===== src/rtl/core/rti_pkg.sv =====
`default_nettype none
package rti_pkg;

  // Fixed-point formats of the coordinates, directions and distance
  localparam int unsigned COORD_FRAC_BITS = 10;
  localparam int unsigned DIR_FRAC_BITS   = 16;
  localparam int unsigned DIST_FRAC_BITS  = 16;
  localparam int unsigned T_SHIFT = DIR_FRAC_BITS - COORD_FRAC_BITS + DIST_FRAC_BITS;

  localparam int unsigned COORD_W = 21;
  localparam int unsigned DIR_W   = 18;
  localparam int unsigned VERT_W  = 3 * COORD_W;
  localparam int unsigned IN_W    = 120;
  localparam int unsigned OUT_W   = 40;

  // Determinant magnitude width, numerator width and remainder width
  localparam int unsigned AM_W  = 62;
  localparam int unsigned NUM_W = 66 + T_SHIFT;
  localparam int unsigned LIM_W = 16 + AM_W;
  localparam int unsigned REM_W = AM_W + 32;

  // Pipeline: five arithmetic stages, then one stage per quotient bit
  localparam int unsigned PRE_STAGES = 5;
  localparam int unsigned QUOT_W     = 32;
  localparam int unsigned NUM_STAGES = PRE_STAGES + QUOT_W;

  typedef enum logic [2:0] {
    CFG_VERTEX_A     = 3'd0,
    CFG_VERTEX_B     = 3'd1,
    CFG_VERTEX_C     = 3'd2,
    CFG_PAR_EPSILON  = 3'd3,
    CFG_MIN_DISTANCE = 3'd4
  } cfg_idx_e;

  typedef enum logic [2:0] {
    REASON_HIT      = 3'd0,
    REASON_BACKFACE = 3'd1,
    REASON_PARALLEL = 3'd2,
    REASON_OUTSIDE  = 3'd3,
    REASON_BEHIND   = 3'd4
  } reason_e;

  // Payload carried through the quotient stages
  typedef struct packed {
    logic [REM_W-1:0]  rem;
    logic [AM_W-1:0]   am;
    logic [QUOT_W-1:0] quot;
    reason_e           reason;
    logic              sat;
  } div_t;

endpackage
`default_nettype wire


===== src/rtl/core/rti_div_step.sv =====
`default_nettype none
module rti_div_step (
  input  wire logic               clk_i,
  input  wire logic               rst_ni,
  input  wire logic               en_i,
  input  wire logic               valid_i,
  input  wire logic [4:0]         bit_i,
  input  wire rti_pkg::div_t      data_i,
  output logic                    valid_o,
  output rti_pkg::div_t           data_o
);
  import rti_pkg::*;

  logic [REM_W-1:0] dv;
  div_t             data_d;
  div_t             data_q;
  logic             valid_q;

  // Restoring step: subtract the shifted divisor when it fits
  always_comb begin
    dv     = {{(REM_W-AM_W){1'b0}}, data_i.am} << bit_i;
    data_d = data_i;
    if (data_i.rem >= dv) begin
      data_d.rem          = data_i.rem - dv;
      data_d.quot[bit_i]  = 1'b1;
    end
  end

  always_ff @(posedge clk_i or negedge rst_ni) begin
    if (!rst_ni) begin
      valid_q <= 1'b0;
    end else if (en_i) begin
      valid_q <= valid_i;
    end
  end

  always_ff @(posedge clk_i) begin
    if (en_i) begin
      data_q <= data_d;
    end
  end

  assign valid_o = valid_q;
  assign data_o  = data_q;

endmodule
`default_nettype wire


===== config.mk =====
export PLATFORM = sky130hd
export DESIGN_NAME = rti_div_step
export DESIGN_NICKNAME = d
export VERILOG_FILES = /design/src/rtl/core/rti_pkg.sv /design/src/rtl/core/rti_div_step.sv
export SDC_FILE = /design/constraint.sdc
export NUM_CORES = 1
export LEC_CHECK = 0
export ABC_CLOCK_PERIOD_IN_PS = 1200
export BUFFER_PORTS_ARGS = -buffer_cell sky130_fd_sc_hd__buf_2
export CAP_MARGIN = 30
export CELL_PAD_IN_SITES_DETAIL_PLACEMENT = 1
export CELL_PAD_IN_SITES_GLOBAL_PLACEMENT = 1
export CORE_MARGIN = 3
export CORE_UTILIZATION = 42
export DETAILED_ROUTE_END_ITERATION = 16
export PLACE_DENSITY = 0.89
export SKIP_CTS_REPAIR_TIMING = 1
export SYNTH_ARGS = -nofsm -noshare
export SYNTH_HDL_FRONTEND = slang
export SYNTH_SLANG_ARGS = --single-unit

===== constraint.sdc =====
create_clock -name clk_i -period 1.2 [get_ports clk_i]
set_clock_uncertainty 0.2 [all_clocks]
set_input_delay 0.24 -clock clk_i [delete_from_list [all_inputs] [get_ports clk_i]]
set_output_delay 0.24 -clock clk_i [all_outputs]
set_load 0.01 [all_outputs]

==> reports/results.tsv, run 1 <==
metric	value	unit
run_status	stopped before the end	
failing_step	global routing	
flow.first_error	[ERROR GRT-0232] Routing congestion too high. Check the congestion heatmap in the GUI.	
repair-timing-grt-worst-ep	data_o[124]$_DFFE_PP_/D	
die_h	207	um
initial_core_util	0.432	
synth_warnings	0	
grt_max_degree	45	
design.portCount	394	
synthCells	1818	
synth-main-ff-cell	edfxtp_1	
ctsRootBufferMaster	clkbuf_16	
yosysSeqAreaShare	0.341	
number_of_storage_elements_in_the_synthesis_netlist	193	
netlist.top_cell.by_area	edfxtp_1	
cts_max_path_buffers	2	
asyncSetResetFlopFracSynth	0.00518	
grt_overflow	913	
grt_usage	0.894	
synth_most_common_cell	nand2_1	
yosysUniqueCellTypes	78	
synth_edf_count	192	
endpoint_type	register data pin	
place.port_buffers	393	
htreeDepth	4	
synth.top_cell.area_share	0.340	
rows	72	
synth_area_leaders	edfxtp_1 (34%), ha_1 (7.5%), mux4_2 (6.2%), nand2_1 (5.9%), a21oi_1 (4.2%)	
postSynthNetCount	2121	
tritoncts.num_buffers	17	
die_w	207	um
syn-mean-instance-area	9.33	um^2
cts_num_sinks	193	
synth.cells.most_frequent	nand2_1 (268), edfxtp_1 (192), a21oi_1 (143), o21ai_0 (102), ha_1 (101)	
gp_congestion	1.03	
hpwlAfterDp	75.2	mm
syn_area	0.0170	mm^2
-- per-layer routing --
| layer | overflow | GRT usage |
|---|---|---|
| met2 | 473 | 1.02 |
| met3 | 36 | 0.799 |
| met4 | 388 | 0.978 |
| met5 | 1 | 0.563 |
| met1 | 15 | 0.847 |
-- per-stage QoR --
stage                     setup WS, ns  utilization  hold WS, ns  instances  instance area (um^2)
after CTS                        -4.35        0.632       -0.701       3305                 24800
after detailed placement         -4.60        0.618       -0.180       3273                 24300
after global placement           -4.22        0.618       -0.186       3273                 24300
after floorplan                  -3.50            -       -0.256       1818                 17200
-- kinds of logic after synthesis --
family,Yosys count,share of synthesized area
DFF,193,0.341
adders and majority gates,102,0.0757
xor gates and xnor gates,85,0.0439
and+or+nand+nor,548,0.149
buffers and inverters,153,0.0402
muxes,173,0.143
AOI/OAI and AO/OA,564,0.207
==> run 2, diff against run 1 <==
--- a/config.mk
+++ b/config.mk
@@ -8,12 +8,10 @@
 export ABC_CLOCK_PERIOD_IN_PS = 1200
 export BUFFER_PORTS_ARGS = -buffer_cell sky130_fd_sc_hd__buf_2
 export CAP_MARGIN = 30
-export CELL_PAD_IN_SITES_DETAIL_PLACEMENT = 1
-export CELL_PAD_IN_SITES_GLOBAL_PLACEMENT = 1
 export CORE_MARGIN = 3
-export CORE_UTILIZATION = 42
+export CORE_UTILIZATION = 39
 export DETAILED_ROUTE_END_ITERATION = 16
-export PLACE_DENSITY = 0.89
+export PLACE_DENSITY_LB_ADDON = 0.15
 export SKIP_CTS_REPAIR_TIMING = 1
 export SYNTH_ARGS = -nofsm -noshare
 export SYNTH_HDL_FRONTEND = slang
==> reports/results.tsv, run 2 <==
metric	value	unit
finalPower	32200	uW
worstMarginPinSlew	0.525	ns
grt_overflow	0	
grt_usage	0.302	
crit_required	1.25	ns
clock_tree_from_tritoncts	built	
fin_worst_hold_slack	-0.00235	ns
die_h	215	um
layout_commonest_cell	buf_4	
detail_route.wirelength	76.8	mm
run_status	finished with violations	
post_drt_via_cell_ratio	5.33	
cts_max_path_buffers	2	
post-place-ws	-4.76	ns
synth-main-ff-cell	edfxtp_1	
worstSetupEndpointType	register	
rows	75	
yosysUniqueCellTypes	78	
n_fill_cell	3509	
number_of_storage_elements_in_the_synthesis_netlist	193	
syn_area	0.0170	mm^2
total_leakage_power	0.0127	uW
insertion_delay	0.50	ns
critical_path_peak_fanout	21	
post_synth_and_or_nand_nor_area_fraction	0.149	
yosys.area_share.adder	0.0757	
initialDrtViolationCount	1284	
initial_core_util	0.400	
timing.reg2reg.setup_slack	0.26	ns
rr_worst_depth	1	
post_layout_nets	3338	
synth_warnings	0	
gp_congestion	0.996	
worst_setup_hold_path_clk_slew	0.08	ns
place.port_buffers	393	
startpoint_type	input port	
drc	0	
max_reg_flops	192	
crit_end	data_o[102]	
rr_startpoint	valid_o	
crit_arrival	4.70	ns
utilization	0.669	
setup.worst_path.start	bit_i[0]	
rsz_0062_raised_after_global_routing	yes	
final.setup.worst_slack	-3.46	ns
synth_edf_count	192	
worstHoldPathCells	4	
fmax	215	MHz
synth.top_cell.area_share	0.340	
pwr_density_cell	1130	mW/mm^2
fin_crit_sh	3.88	
drt_first_pass_iters	5	
tritoncts.num_buffers	17	
postSynthNetCount	2121	
drtAntennaViolNets	0	
grt_max_degree	43	
netlist.top_cell.by_area	edfxtp_1	
hpwlAfterDp	61.2	mm
yosys-mux-area-fraction	0.143	
asyncSetResetFlopFracSynth	0.00518	
stdcell_count	3626	
max_cap_viol_count	0	
worst_hold_path_type	input port to register	
design.core.area	0.0424	mm^2
htreeDepth	4	
cts_num_sinks	193	
wl_per_cell	21.2	um
design.portCount	394	
place.detailed.instances	3384	
final-max-slew-violation-count	0	
synth_top_family_by_area	compound AO/OA/AOI/OAI gates	
antenna_found_initial	3	
synth-compound-area-share	0.207	
ctsRootBufferMaster	clkbuf_16	
setup-violations-final	319	
violations_in_the_final_reports	hold timing, setup timing	
drive_gt1_frac	0.469	
critPathKind	input port to register	
relSlewSlack	0.647	
area_of_the_die	0.0460	mm^2
final_count_of_hold_timing_violations	2	
synthCells	1818	
vdd.ir_drop.worst	1.14	mV
r2r-end	valid_o	
final_cell_mix	buf_4 (698), buf_2 (386), nand2_1 (265)	
synth.cells.most_frequent	nand2_1 (268), edfxtp_1 (192), a21oi_1 (143), o21ai_0 (102), ha_1 (101)	
synth_most_common_cell	nand2_1	
fin_crit	4.66	ns
die_w	215	um
route.vias.total	19300	
yosys.area_share.xor_xnor	0.0439	
syn-mean-instance-area	9.33	um^2
yosysSeqAreaShare	0.341	
areaGrowthSynthToFinish	67.3	%
synth_area_leaders	edfxtp_1 (34%), ha_1 (7.5%), mux4_2 (6.2%), nand2_1 (5.9%), a21oi_1 (4.2%)	
first_pass_grt_wire_length	107	mm
grt_pass1_vias	18000	
[run 2: cell type report]
cell class	instances	area (um^2)	area share
Timing Repair Buffer	1313	9850	0.347
Multi-Input combinational cell	1473	11300	0.398
Sequential cell	193	5790	0.204
Antenna cell	1	2.50	0.0000882
Tap cell	577	722	0.0255
Clock buffer	17	425	0.0150
Inverter	37	139	0.00490
Clock inverter	15	151	0.00534
[run 2: how the worst min path moves through the flow]
stage | endpoint | from | slack [ns]
CTS | valid_o | rst_ni | -0.74
global placement | valid_o | rst_ni | -0.19
detailed placement | valid_o | rst_ni | -0.18
finish | data_o[105] | data_i[105] | -0.002
floorplan | valid_o | rst_ni | -0.26
global route | valid_o | en_i | -0.009
[run 2: routing by layer]
metal / routed length [um] / track usage / vias to the layer above / part of all wire
met3: 4570 / 0.0554 / 98 / 0.059
li1: - / - / 9268 / -
met1: 34100 / 0.417 / 9288 / 0.44
met4: 1970 / 0.0887 / 2 / 0.026
met2: 36100 / 0.487 / 676 / 0.47
met5: 13 / 0 / - / 0.00017
[run 2: through the flow]
stage	setup TNS, ns	instance area, um^2	hold slack (ns)
detailed placement	-549.75	24700	-0.181
global placement	-542.07	24700	-0.185
floorplan	-428.70	17200	-0.256
finish	-473.66	28400	-0.00235
CTS	-540.32	25300	-0.742
global route	-506.65	28400	-0.00901
[run 2: cells by family (layout without fill, tap and decap cells)]
group / Yosys count / after routing
XOR/XNOR: 85 / 85
other: 0 / 1
AO/OA/AOI/OAI: 564 / 565
AND/OR/NAND/NOR: 548 / 548
multiplexers: 173 / 173
buffers and inverters: 153 / 1382
adder cells (fa/ha/maj): 102 / 102
flip-flops: 193 / 193
[run 2: worst max-delay path: stages]
cell,delay [ns]
buf_16,0.12
mux4_2,0.52
mux2_2,0.32
o21ai_0,0.15
buf_4,0.15
nor2_1,0.04
a21oi_1,0.16
buf_4,0.17
ha_4,0.15
buf_4,0.12
nand2_1,0.08
o21ai_2,0.19
a221oi_1,0.10
nor2_1,0.28
o2111ai_4,0.20
a2111oi_4,0.44
o211ai_1,0.19
a21oi_4,0.24
buf_4,0.15
a41oi_4,0.16
buf_6,0.19
clkbuf_16,0.18
nand2_1,0.06
o21ai_1,0.08
[run 2: power by group]
group / leakage, uW / internal (uW) / switching [uW] / total, uW
clock network: 0.000278 / 2750 / 3080 / 5830
registers: 0.00189 / 8730 / 312 / 9050
logic: 0.0106 / 8640 / 8670 / 17300
total: 0.0127 / 20100 / 12100 / 32200
(Power assumes the default switching activity.)
